File: src/hdl/fifo_with_waiter_handoff_top_assert.svh
// Assertion macros for the FIFO with waiter handoff.
// Depends on a clk and an active-low rst_n in the including module.
`ifndef FIFO_WITH_WAITER_HANDOFF_TOP_ASSERT_SVH
`define FIFO_WITH_WAITER_HANDOFF_TOP_ASSERT_SVH
`ifndef ASSERT_OFF
`define FWH_ASSERT_NOW(label, prop, msg) \
    label: assert property (@(posedge clk) disable iff (!rst_n) (prop)) else $error(msg);
`define FWH_ASSERT_NEXT(label, ante, cons, msg) \
    label: assert property (@(posedge clk) disable iff (!rst_n) (ante) |=> (cons)) \
        else $error(msg);
`else
`define FWH_ASSERT_NOW(label, prop, msg)
`define FWH_ASSERT_NEXT(label, ante, cons, msg)
`endif
`endif

File: src/hdl/fwh_pkg.sv
// Shared types and constants for the FIFO with waiter handoff.
// No dependencies.
`default_nettype none
package fwh_pkg;
    localparam int ITEM_DEPTH_DEF   = 16;
    localparam int WAITER_DEPTH_DEF = 8;
    localparam int DATA_WIDTH_DEF   = 32;
    localparam int VALUE_W          = 32;
    localparam int ID_W             = 8;
    localparam int COUNT_W          = 32;

    typedef enum logic {
        OP_ENQUEUE = 1'b0,
        OP_DEQUEUE = 1'b1
    } op_t;

    typedef enum logic [2:0] {
        ST_STORED    = 3'd0,
        ST_DELIVERED = 3'd1,
        ST_PARKED    = 3'd2,
        ST_DROPPED   = 3'd3,
        ST_REJECTED  = 3'd4
    } status_t;

    // Decision taken at accept, finished in the following cycle with RAM read data
    typedef struct packed {
        status_t              status;
        logic                 use_item_ram;
        logic                 use_waiter_ram;
        logic [VALUE_W-1:0]   value;
        logic [ID_W-1:0]      who;
        logic [COUNT_W-1:0]   count;
    } pend_t;
endpackage
`default_nettype wire

File: src/hdl/fwh_ram.sv
// Generic single-clock RAM, one write port and one registered read port.
// No dependencies.
`default_nettype none
module fwh_ram #(
    parameter int WIDTH = 32,
    parameter int DEPTH = 16
) (
    input  wire logic                                   clk,
    input  wire logic                                   we,
    input  wire logic [(DEPTH > 1 ? $clog2(DEPTH) : 1)-1:0] waddr,
    input  wire logic [WIDTH-1:0]                       wdata,
    input  wire logic                                   re,
    input  wire logic [(DEPTH > 1 ? $clog2(DEPTH) : 1)-1:0] raddr,
    output logic      [WIDTH-1:0]                       rdata
);
    logic [WIDTH-1:0] mem [DEPTH];
    logic [WIDTH-1:0] rdata_reg;

    always_ff @(posedge clk)
    begin
        if (we)
        begin
            mem[waddr] <= wdata;
        end
        if (re)
        begin
            rdata_reg <= mem[raddr];
        end
    end

    assign rdata = rdata_reg;
endmodule
`default_nettype wire

File: src/hdl/fwh_ctrl.sv
// Pointer, level and handoff-count control for the FIFO with waiter handoff.
// Depends on fwh_pkg and the assertion header.
`default_nettype none
`include "fifo_with_waiter_handoff_top_assert.svh"
module fwh_ctrl #(
    parameter int ITEM_DEPTH   = fwh_pkg::ITEM_DEPTH_DEF,
    parameter int WAITER_DEPTH = fwh_pkg::WAITER_DEPTH_DEF,
    parameter int DATA_WIDTH   = fwh_pkg::DATA_WIDTH_DEF,
    localparam int IAW = (ITEM_DEPTH > 1) ? $clog2(ITEM_DEPTH) : 1,
    localparam int WAW = (WAITER_DEPTH > 1) ? $clog2(WAITER_DEPTH) : 1,
    localparam int ILW = $clog2(ITEM_DEPTH + 1),
    localparam int WLW = $clog2(WAITER_DEPTH + 1)
) (
    input  wire logic                          clk,
    input  wire logic                          rst_n,
    input  wire logic                          start,
    input  wire logic                          operation,
    input  wire logic [fwh_pkg::VALUE_W-1:0]   item_value,
    input  wire logic [fwh_pkg::ID_W-1:0]      requester_id,
    output logic                               busy,
    output logic                               item_we,
    output logic      [IAW-1:0]                item_waddr,
    output logic      [DATA_WIDTH-1:0]         item_wdata,
    output logic                               item_re,
    output logic      [IAW-1:0]                item_raddr,
    output logic                               waiter_we,
    output logic      [WAW-1:0]                waiter_waddr,
    output logic      [fwh_pkg::ID_W-1:0]      waiter_wdata,
    output logic                               waiter_re,
    output logic      [WAW-1:0]                waiter_raddr,
    output logic                               pend_valid,
    output fwh_pkg::pend_t                     pend
);
    logic                           accept;
    logic [IAW-1:0]                 item_rd_ptr_reg, item_rd_ptr_next;
    logic [IAW-1:0]                 item_wr_ptr_reg, item_wr_ptr_next;
    logic [ILW-1:0]                 item_level_reg, item_level_next;
    logic [WAW-1:0]                 waiter_rd_ptr_reg, waiter_rd_ptr_next;
    logic [WAW-1:0]                 waiter_wr_ptr_reg, waiter_wr_ptr_next;
    logic [WLW-1:0]                 waiter_level_reg, waiter_level_next;
    logic [fwh_pkg::COUNT_W-1:0]    total_reg, total_next;
    logic                           pend_valid_reg, pend_valid_next;
    fwh_pkg::pend_t                 pend_reg, pend_next;

    assign accept = start && !pend_valid_reg;

    always_comb
    begin
        item_rd_ptr_next   = item_rd_ptr_reg;
        item_wr_ptr_next   = item_wr_ptr_reg;
        item_level_next    = item_level_reg;
        waiter_rd_ptr_next = waiter_rd_ptr_reg;
        waiter_wr_ptr_next = waiter_wr_ptr_reg;
        waiter_level_next  = waiter_level_reg;
        total_next         = total_reg;
        pend_valid_next    = 1'b0;
        pend_next          = pend_reg;
        item_we            = 1'b0;
        item_re            = 1'b0;
        waiter_we          = 1'b0;
        waiter_re          = 1'b0;
        if (accept)
        begin
            pend_valid_next          = 1'b1;
            pend_next.use_item_ram   = 1'b0;
            pend_next.use_waiter_ram = 1'b0;
            pend_next.value          = '0;
            pend_next.who            = '0;
            if (operation == fwh_pkg::OP_ENQUEUE)
            begin
                if (waiter_level_reg != '0)
                begin
                    // hand the word to the oldest waiter
                    waiter_re                = 1'b1;
                    waiter_rd_ptr_next       = (waiter_rd_ptr_reg == WAW'(WAITER_DEPTH - 1))
                                               ? '0 : waiter_rd_ptr_reg + 1'b1;
                    waiter_level_next        = waiter_level_reg - 1'b1;
                    total_next               = total_reg + 1'b1;
                    pend_next.use_waiter_ram = 1'b1;
                    pend_next.value          = fwh_pkg::VALUE_W'(item_wdata);
                    pend_next.status         = fwh_pkg::ST_DELIVERED;
                end
                else if (item_level_reg != ILW'(ITEM_DEPTH))
                begin
                    item_we          = 1'b1;
                    item_wr_ptr_next = (item_wr_ptr_reg == IAW'(ITEM_DEPTH - 1))
                                       ? '0 : item_wr_ptr_reg + 1'b1;
                    item_level_next  = item_level_reg + 1'b1;
                    pend_next.status = fwh_pkg::ST_STORED;
                end
                else
                begin
                    pend_next.status = fwh_pkg::ST_DROPPED;
                end
            end
            else
            begin
                if (item_level_reg != '0 && waiter_level_reg == '0)
                begin
                    // take the oldest stored word
                    item_re                = 1'b1;
                    item_rd_ptr_next       = (item_rd_ptr_reg == IAW'(ITEM_DEPTH - 1))
                                             ? '0 : item_rd_ptr_reg + 1'b1;
                    item_level_next        = item_level_reg - 1'b1;
                    total_next             = total_reg + 1'b1;
                    pend_next.use_item_ram = 1'b1;
                    pend_next.who          = requester_id;
                    pend_next.status       = fwh_pkg::ST_DELIVERED;
                end
                else if (waiter_level_reg != WLW'(WAITER_DEPTH))
                begin
                    waiter_we          = 1'b1;
                    waiter_wr_ptr_next = (waiter_wr_ptr_reg == WAW'(WAITER_DEPTH - 1))
                                         ? '0 : waiter_wr_ptr_reg + 1'b1;
                    waiter_level_next  = waiter_level_reg + 1'b1;
                    pend_next.status   = fwh_pkg::ST_PARKED;
                end
                else
                begin
                    pend_next.status = fwh_pkg::ST_REJECTED;
                end
            end
            pend_next.count = total_next;
        end
    end

    always_ff @(posedge clk or negedge rst_n)
    begin
        if (!rst_n)
        begin
            item_rd_ptr_reg   <= '0;
            item_wr_ptr_reg   <= '0;
            item_level_reg    <= '0;
            waiter_rd_ptr_reg <= '0;
            waiter_wr_ptr_reg <= '0;
            waiter_level_reg  <= '0;
            total_reg         <= '0;
            pend_valid_reg    <= 1'b0;
        end
        else
        begin
            item_rd_ptr_reg   <= item_rd_ptr_next;
            item_wr_ptr_reg   <= item_wr_ptr_next;
            item_level_reg    <= item_level_next;
            waiter_rd_ptr_reg <= waiter_rd_ptr_next;
            waiter_wr_ptr_reg <= waiter_wr_ptr_next;
            waiter_level_reg  <= waiter_level_next;
            total_reg         <= total_next;
            pend_valid_reg    <= pend_valid_next;
        end
    end

    always_ff @(posedge clk)
    begin
        pend_reg <= pend_next;
    end

    assign busy         = pend_valid_reg;
    assign pend_valid   = pend_valid_reg;
    assign pend         = pend_reg;
    assign item_waddr   = item_wr_ptr_reg;
    assign item_raddr   = item_rd_ptr_reg;
    assign item_wdata   = DATA_WIDTH'(item_value);
    assign waiter_waddr = waiter_wr_ptr_reg;
    assign waiter_raddr = waiter_rd_ptr_reg;
    assign waiter_wdata = requester_id;

    `FWH_ASSERT_NOW(a_not_both_queued, !(item_level_reg != '0 && waiter_level_reg != '0), "items and waiters queued together")
    `FWH_ASSERT_NOW(a_item_level_bound, item_level_reg <= ILW'(ITEM_DEPTH), "item level overflow")
    `FWH_ASSERT_NOW(a_waiter_level_bound, waiter_level_reg <= WLW'(WAITER_DEPTH), "waiter level overflow")
    `FWH_ASSERT_NEXT(a_accept_pends, accept, pend_valid_reg, "accepted item not pending")
    `FWH_ASSERT_NOW(a_single_port_use, !(item_re && waiter_re) && !(item_we && waiter_we), "two stores touched by one item")
endmodule
`default_nettype wire

File: src/hdl/fifo_with_waiter_handoff_top.sv
// Top level of the FIFO with waiter handoff: control, item RAM, waiter RAM, result register.
// Depends on fwh_pkg, fwh_ctrl, fwh_ram and the assertion header.
// An accepted item is held as pending in fwh_ctrl; its result is then merged into the result register and done rises.
// No new item is taken while one is pending; busy is high for the pending cycle, in which any registered
// read of the item or waiter RAM completes, and start is taken again while the result shows.
// Reset: rst_n clears pointers, levels, the delivery count and all strobes; the RAMs need no
// clearing pass, their levels guard every read. The receiver cannot stall the result.
`default_nettype none
`include "fifo_with_waiter_handoff_top_assert.svh"
module fifo_with_waiter_handoff_top #(
    parameter int ITEM_DEPTH   = fwh_pkg::ITEM_DEPTH_DEF,
    parameter int WAITER_DEPTH = fwh_pkg::WAITER_DEPTH_DEF,
    parameter int DATA_WIDTH   = fwh_pkg::DATA_WIDTH_DEF
) (
    input  wire logic                          clk,
    input  wire logic                          rst_n,
    input  wire logic                          start,
    output logic                               busy,
    input  wire logic                          operation,
    input  wire logic [fwh_pkg::VALUE_W-1:0]   item_value,
    input  wire logic [fwh_pkg::ID_W-1:0]      requester_id,
    output logic                               done,
    output logic      [2:0]                    status,
    output logic      [fwh_pkg::VALUE_W-1:0]   delivered_value,
    output logic      [fwh_pkg::ID_W-1:0]      consumer_id,
    output logic      [fwh_pkg::COUNT_W-1:0]   delivery_count
);
    localparam int IAW = (ITEM_DEPTH > 1) ? $clog2(ITEM_DEPTH) : 1;
    localparam int WAW = (WAITER_DEPTH > 1) ? $clog2(WAITER_DEPTH) : 1;

    logic                           item_we, item_re;
    logic [IAW-1:0]                 item_waddr, item_raddr;
    logic [DATA_WIDTH-1:0]          item_wdata, item_rdata;
    logic                           waiter_we, waiter_re;
    logic [WAW-1:0]                 waiter_waddr, waiter_raddr;
    logic [fwh_pkg::ID_W-1:0]       waiter_wdata, waiter_rdata;
    logic                           pend_valid;
    fwh_pkg::pend_t                 pend;

    logic                           done_reg;
    logic [2:0]                     status_reg;
    logic [fwh_pkg::VALUE_W-1:0]    value_reg;
    logic [fwh_pkg::ID_W-1:0]       who_reg;
    logic [fwh_pkg::COUNT_W-1:0]    count_reg;

    // Decide at accept, advance pointers and issue the RAM access
    fwh_ctrl #(
        .ITEM_DEPTH   (ITEM_DEPTH),
        .WAITER_DEPTH (WAITER_DEPTH),
        .DATA_WIDTH   (DATA_WIDTH)
    ) u_ctrl (
        .clk          (clk),
        .rst_n        (rst_n),
        .start        (start),
        .operation    (operation),
        .item_value   (item_value),
        .requester_id (requester_id),
        .busy         (busy),
        .item_we      (item_we),
        .item_waddr   (item_waddr),
        .item_wdata   (item_wdata),
        .item_re      (item_re),
        .item_raddr   (item_raddr),
        .waiter_we    (waiter_we),
        .waiter_waddr (waiter_waddr),
        .waiter_wdata (waiter_wdata),
        .waiter_re    (waiter_re),
        .waiter_raddr (waiter_raddr),
        .pend_valid   (pend_valid),
        .pend         (pend)
    );

    // Stored data words
    fwh_ram #(
        .WIDTH (DATA_WIDTH),
        .DEPTH (ITEM_DEPTH)
    ) u_item_ram (
        .clk   (clk),
        .we    (item_we),
        .waddr (item_waddr),
        .wdata (item_wdata),
        .re    (item_re),
        .raddr (item_raddr),
        .rdata (item_rdata)
    );

    // Parked consumer ids
    fwh_ram #(
        .WIDTH (fwh_pkg::ID_W),
        .DEPTH (WAITER_DEPTH)
    ) u_waiter_ram (
        .clk   (clk),
        .we    (waiter_we),
        .waddr (waiter_waddr),
        .wdata (waiter_wdata),
        .re    (waiter_re),
        .raddr (waiter_raddr),
        .rdata (waiter_rdata)
    );

    // Strobe for exactly one cycle after the pending cycle
    always_ff @(posedge clk or negedge rst_n)
    begin
        if (!rst_n)
        begin
            done_reg <= 1'b0;
        end
        else
        begin
            done_reg <= pend_valid;
        end
    end

    // Merge RAM read data into the pending result; hold otherwise
    always_ff @(posedge clk)
    begin
        if (pend_valid)
        begin
            status_reg <= pend.status;
            value_reg  <= pend.use_item_ram ? fwh_pkg::VALUE_W'(item_rdata) : pend.value;
            who_reg    <= pend.use_waiter_ram ? waiter_rdata : pend.who;
            count_reg  <= pend.count;
        end
    end

    assign done            = done_reg;
    assign status          = status_reg;
    assign delivered_value = value_reg;
    assign consumer_id     = who_reg;
    assign delivery_count  = count_reg;

    `FWH_ASSERT_NEXT(a_pend_gives_done, pend_valid, done_reg, "pending item gave no result")
    `FWH_ASSERT_NEXT(a_done_single, done_reg, !done_reg, "result strobe longer than one cycle")
    `FWH_ASSERT_NOW(a_done_not_busy, !(done_reg && busy), "result shown while busy")
endmodule
`default_nettype wire

File: config.mk
export PLATFORM = sky130hd
export DESIGN_NAME = fifo_with_waiter_handoff_top
export DESIGN_NICKNAME = d
export VERILOG_FILES = /design/src/hdl/fwh_pkg.sv /design/src/hdl/fwh_ram.sv /design/src/hdl/fwh_ctrl.sv /design/src/hdl/fifo_with_waiter_handoff_top.sv
export VERILOG_INCLUDE_DIRS = /design/src /design/src/hdl
export SDC_FILE = /design/constraint.sdc
export NUM_CORES = 1
export LEC_CHECK = 0
export BUFFER_PORTS_ARGS = -buffer_cell sky130_fd_sc_hd__buf_2
export CORE_ASPECT_RATIO = 0.75
export CORE_MARGIN = 3
export CORE_UTILIZATION = 30
export CTS_CLUSTER_DIAMETER = 60
export CTS_CLUSTER_SIZE = 20
export DETAILED_ROUTE_END_ITERATION = 8
export GPL_TIMING_DRIVEN = 0
export HOLD_SLACK_MARGIN = 0.12
export SETUP_SLACK_MARGIN = 0.15
export SYNTH_ARGS = -nofsm -noshare
export SYNTH_HDL_FRONTEND = slang
export SYNTH_HIERARCHICAL = 1
export SYNTH_SLANG_ARGS = --single-unit
File: constraint.sdc
create_clock -name clk -period 6.4 [get_ports clk]
set_input_delay 0.64 -clock clk [delete_from_list [all_inputs] [get_ports clk]]
set_output_delay 0.64 -clock clk [all_outputs]
set_load 0.01 [all_outputs]
Word level (Yosys, flattened, before mapping)
Memories as Yosys holds them, arrays and structs flattened. A register that Yosys moved wholly into a read port is not among the register bits.
Index checks and enable logic that the tools add are counted.
{"block": "op_classes", "n_addsub": 9, "n_eq_ne": 10, "n_mux": 42, "bitwise": 3, "n_reduce_logical": 16}
{"op": "32-bit two-way mux", "n": 4}
{"op": "33-bit two-way mux", "n": 1}
{"op": "32-bit by 1-bit adder with 32-bit output (second input constant)", "n": 1}
{"op": "4-bit two-way mux", "n": 6}
{"op": "5-bit two-way mux", "n": 4}
{"op": "1-bit two-way mux", "n": 19}
{"op": "3-bit two-way mux", "n": 6}
{"op": "4-bit AND reduction", "n": 4}
{"op": "4-bit by 1-bit adder with 4-bit output (second input constant)", "n": 3}
{"op": "4-bit equality test (second input constant)", "n": 2}
{"op": "8-bit two-way mux", "n": 1}
{"op": "3-bit by 1-bit adder with 3-bit output (second input constant)", "n": 2}
{"op": "3-bit equality test (second input constant)", "n": 2}
{"op": "3-bit AND reduction", "n": 2}
{"op": "5-bit by 1-bit adder with 5-bit output (second input constant)", "n": 1}
{"op": "5-bit inequality test (second input constant)", "n": 1}
{"op": "5-bit nonzero test", "n": 1}
{"op": "5-bit by 1-bit subtractor with 5-bit output (second input constant)", "n": 1}
{"op": "4-bit logical NOT", "n": 1}
{"op": "2-bit by 1-bit inequality test with 1-bit output (second input constant)", "n": 2}
{"op": "2-bit inequality test (second input constant)", "n": 2}
{"op": "4-bit inequality test (second input constant)", "n": 1}
{"op": "2-bit nonzero test", "n": 2}
{"op": "4-bit nonzero test", "n": 1}
{"op": "7 further kinds", "n": 10}
{"block": "word_totals", "register_bits": 209, "mem_bits_rw": 576, "inputBits": 44, "output_inout_bits": 77, "wordCells": 101, "n_memories": 2}
{"memory": "u_item_ram.mem", "depth": 16, "word_bits": 32, "read_ports": 1, "rd_ports_with_merged_regs": 1, "wr": 1, "line": "fwh_ram.sv:16", "text": "logic [WIDTH-1:0] mem [DEPTH];"}
{"memory": "u_waiter_ram.mem", "depth": 8, "word_bits": 8, "read_ports": 1, "rd_ports_with_merged_regs": 1, "wr": 1, "line": "fwh_ram.sv:16"}

Logic depth before layout (Yosys ltp)
{"block": "logic_depth", "ltp_word": 7, "mapped_depth": 10, "ltp_nobuf": 7}

Modules after synthesis
The synthesis kept the hierarchy.
{"module": "fwh_ram at u_item_ram", "n_inst": 1, "cells_per_inst": 838, "area_per_inst_um2": 20155.6, "seq_area_each_um2": 16335.7}
{"module": "fwh_ctrl", "n_inst": 1, "cells_per_inst": 532, "area_per_inst_um2": 6357.3, "seq_area_each_um2": 3713.6}
{"module": "fifo_with_waiter_handoff_top", "n_inst": 1, "cells_per_inst": 121, "area_per_inst_um2": 2916.5, "seq_area_each_um2": 2277.2}
{"module": "fwh_ram at u_waiter_ram", "n_inst": 1, "cells_per_inst": 114, "area_per_inst_um2": 2771.4, "seq_area_each_um2": 2162.1}

Worst setup path after synthesis
Ideal clock, no wire load.
{"block": "synth_path", "path_type": "register -> register", "start": "reg u_ctrl.waiter_level_reg[0]", "end": "mem u_item_ram.mem[0][0] (enable)", "setup_time_ns": 0.461, "t_arrival_ns": 4.254, "required_time_ns": 5.939, "path_slack_ns": 1.686, "path_stages_with_launch": 6, "n_path_buf": 1, "period_less_slack_ns": 4.714, "cell_sequence": "dfrtp_1 or4_1 buf_2 a2111oi_4 or3b_2 nor3_1"}
{"block": "synth_between", "elab_chain_cells": 6}
{"element": "start: declaration", "line": "fwh_ctrl.sv:40", "text": "logic [WLW-1:0] waiter_level_reg, waiter_level_next;"}
{"element": "start signal: assignment", "line": "fwh_ctrl.sv:147", "text": "waiter_level_reg <= waiter_level_next;"}
{"element": "4-bit nonzero test", "line": "fwh_ctrl.sv:71", "text": "if (waiter_level_reg != '0)"}
{"element": "1-bit two-way mux", "line": "fwh_ctrl.sv:71"}
{"element": "1-bit two-way mux", "line": "fwh_ctrl.sv:69", "text": "if (operation == fwh_pkg::OP_ENQUEUE)"}
{"element": "1-bit two-way mux", "line": "fwh_ctrl.sv:62", "text": "if (accept)"}
{"element": "named net item_we", "line": "fifo_with_waiter_handoff_top.sv:31", "text": "logic item_we, item_re;"}
{"element": "1-bit two-way mux", "line": "fwh_ram.sv:21", "text": "if (we)"}
{"element": "1-bit two-way mux (implied by the code)", "line": "fwh_ram.sv:23", "text": "mem[waddr] <= wdata;"}
{"element": "end: declaration", "line": "fwh_ram.sv:16"}
The timed path passes the listed nets, and every way through them passes these cells.

Worst setup path in the final report
{"block": "layout_path", "start": "reg u_ctrl.waiter_level_reg[0]", "end": "mem u_item_ram.mem[0][25] (enable)"}
Same word-level chain as after synthesis.

==> flow_summary.yaml <==
status:
  status: "completed"
setup_path:
  crit_family: "simple AND/OR/NAND/NOR gates"
  worst-r2r-setup-slack_ps: 2630
  max_stage_delay_ps: 630
  slowest_stage: "or3b_2"
  r2r-start: "u_ctrl/waiter_level_reg[0]"
  worstPathCellList: "or4_1 -> buf_2 -> a2111oi_4 -> or3b_2 -> nor3_2 -> buf_6 -> buf_6"
  cp-end-kind: "register"
  r2r_end: "u_item_ram/mem[0][25]"
  cp.required_ps: 6700
  reg2regPathDepth: 7
  worst_setup_path_start_kind: "register"
  cp.arrival_ps: 4070
  crit_top_cell: "buf_6"
  path_max_fanout: 9
  crit_type: "reg2reg"
  cp_num_buf_inv: 3
floorplanning:
  die_area_um2: 111000
  core_area_um2: 106000
  pin_count: 121
  initial_core_util_pct: 30.4
  die_y_um: 290
  rows: 103
  fp.dieW_um: 384
timing:
  hold_viol: 0
  maxSlewViolCount: 0
  rsz0062_at_grt: "no"
  tightest_slew_ps: 1160
  setup_viol: 0
  layout_min_cycle_time_ps: 3770
  fin_crit_sh_pct: 58.9
  finalSetupTns_ps: 0
  relSlewSlack_pct: 23.0
  skew_ps: 32.2
  max_freq_ghz: 0.265
logic_synthesis:
  ys_seq_elements: 825
  yosysTopAreaCell: "edfxtp_1"
  ys_warn_count: 6
  ys_top_cells_by_area: "edfxtp_1 72%, mux4_2 9.0%, dfrtp_1 4.4%"
  synth_area_per_cell_um2: 20.1
  ys_seq_area_share_pct: 76.0
  syn_area_um2: 32200
  synth_cells: 1605
  syn_nets: 1663
  netlist.area_leader.share_pct: 71.6
  synth.distinct_cells: 59
clock_network:
  root_buffer: "clkbuf_16"
  htree_levels: 3
  cts_tree: "yes"
  clk_latency_ps: 630
  numCtsBuffers: 68
  path_clk_slew_ps: 70
  cts.sinks: 825
  clk_path_buf_depth: 3
  post-cts-setup-buffer-count: 0
route:
  drc: 0
  first_pass_iters: 5
  viasPerCell: 4.73
  ant_nets: 0
  drt-total-wl_um: 71700
  first_iter_violations: 1080
  detail_route.wl_per_cell_um: 21.8
  vias: 15600
layout:
  area_growth_pct: 16.5
  final_common_cell: "edfxtp_1"
  largest_reg_flops: 512
  regArea_um2: 24500
  nNetsFinal: 1884
  mostFrequentLayoutCells: "768 x edfxtp_1, 132 x buf_2, 129 x mux4_2"
  nFillCells: 9759
  multi_input_area_um2: 7080
  fin_cells: 3294
  drive_gt1_share_pct: 29.3
pwr:
  p_seq_share_pct: 48.9
  p_int_mw: 9.45
  share_comb_of_total_power_pct: 17.8
  p_clk_share_pct: 33.3
  total_power_mw: 12.9
  ir_worst_vdd_v: 0.000188
  p_sw_mw: 3.44
  static-leakage-power_nw: 12.5
  sw_frac_of_total_pct: 26.7
  powerDensity_nw_per_um2: 344
placement:
  io_buffers: 120
  dp_hpwl_um: 47000
  dpl.cell_count: 3172
  gp_congestion: 0.771
global_routing:
  grt_max_degree: 77
  grt_pass1_wl_um: 107000
  antenna_found_initial: 7
  grt_use_total_pct: 12.9
  grt_overflow: 0
  grt_pass1_vias: 16300
worst_hold_path:
  hp-start: "requester_id[0]"
  worstHoldPathCells: 2
  min_to: "u_ctrl/pend[32]"
  hold_path.class: "in2reg"
flow_run:
  drv_cap: 0
[stage by stage]
| step | utilization (%) | cell area [um^2] | hold slack [ps] | setup WS [ps] |
|---|---|---|---|---|
| 2_1_floorplan | - | 32200 | 344 | 1690 |
| 3_3_place_gp | 32.7 | 34600 | 414 | -1250 |
| 3_5_place_dp | 33.3 | 35200 | 406 | 2360 |
| 4_1_cts | 35.4 | 37500 | 268 | 2570 |
| 5_1_grt | 35.4 | 37500 | 292 | 2410 |
| 6_report | 35.4 | 37500 | 319 | 2630 |
[per-layer routing]
metal | GRT usage [%] | part of all wire (%)
met5 | 0 | 0.047
met4 | 3.17 | 2.2
met3 | 3.09 | 6.3
met2 | 20.9 | 48
met1 | 17.5 | 44
[power groups by stage]
stage,sequential (mW),clock [mW],combinational [mW]
after floorplan,6.40,0,1.66
after global placement,6.42,0,2.25
after detailed placement,6.43,0,2.32
after CTS,6.31,4.44,2.33
after global routing,6.33,4.63,2.49
final,6.31,4.29,2.30
[what timing repair did]
item                      CTS  global route
resized for setup           0             0
hold endpoints to repair    0             5
hold buffers                0             1
[worst reg2reg max path: stages (launching register included)]
cell	delay, ps
dfrtp_1	470
or4_1	530
buf_2	250
a2111oi_4	520
or3b_2	630
nor3_2	610
buf_6	250
buf_6	190
[cells by family (layout without fill, tap and decap cells)]
logic type               after synthesis  count (layout)  synth area share (%)
flip-flops                           825             825                  76.0
AND/OR/NAND/NOR                      273             273                  4.20
multiplexers                         197             197                  12.4
buffers and inverters                122             390                  2.34
AO/OA/AOI/OAI                        101             101                  2.39
XOR/XNOR                              73              73                  1.99
adder cells (fa/ha/maj)               14              14                 0.591
other                                  0               4                     0
[worst max path at each step]
stage | to | cells after the start | slack, ps | startpoint
6_report | u_item_ram/mem[0][25] | 7 | 2630 | u_ctrl/waiter_level_reg[0]
5_1_grt | u_item_ram/mem[0][25] | 7 | 2410 | u_ctrl/waiter_level_reg[0]
4_1_cts | u_item_ram/mem[0][25] | 7 | 2570 | u_ctrl/waiter_level_reg[0]
3_5_place_dp | u_ctrl/item_level_reg[4] | 11 | 2360 | operation
3_3_place_gp | u_item_ram/mem[0][17] | 5 | -1250 | u_ctrl/waiter_level_reg[0]
2_1_floorplan | u_item_ram/mem[0][0] | 5 | 1690 | u_ctrl/waiter_level_reg[0]
[synth_stat cells (all sizes together)]
cell type / count
buf: 81
nand2b: 6
a22oi: 64
o211ai: 3
a21oi: 8
or3b: 1
or2: 2
or4: 2
a31oi: 1
o21ai: 12
xor2: 38
xnor2: 35
nor2b: 5
o22ai: 1
nor3: 20
and3: 36
a31o: 1
mux4: 144
a211oi: 1
dfrtp: 57
a2111oi: 1
and3b: 1
a21o: 5
nand4: 11
fa: 2
nor4: 5
and4: 5
clkbuf: 31
o31ai: 1
nand3b: 2
edfxtp: 768
inv: 10
a311oi: 1
ha: 12
nand2: 89
and2: 11
nand3: 18
nor2: 59
o211a: 1
mux2: 53
o32ai: 1
[cell type report]
cell class	count	area share, %
sequential	825	65.3
multi-input combinational	658	18.9
tap	1417	4.73
clock buffer	72	4.63
timing repair buffer	151	3.00
buffer	112	1.90
clock inverter	45	1.43
inverter	10	0.113
antenna	4	0.0267
No activity file was read; power rests on OpenSTA's default activity.
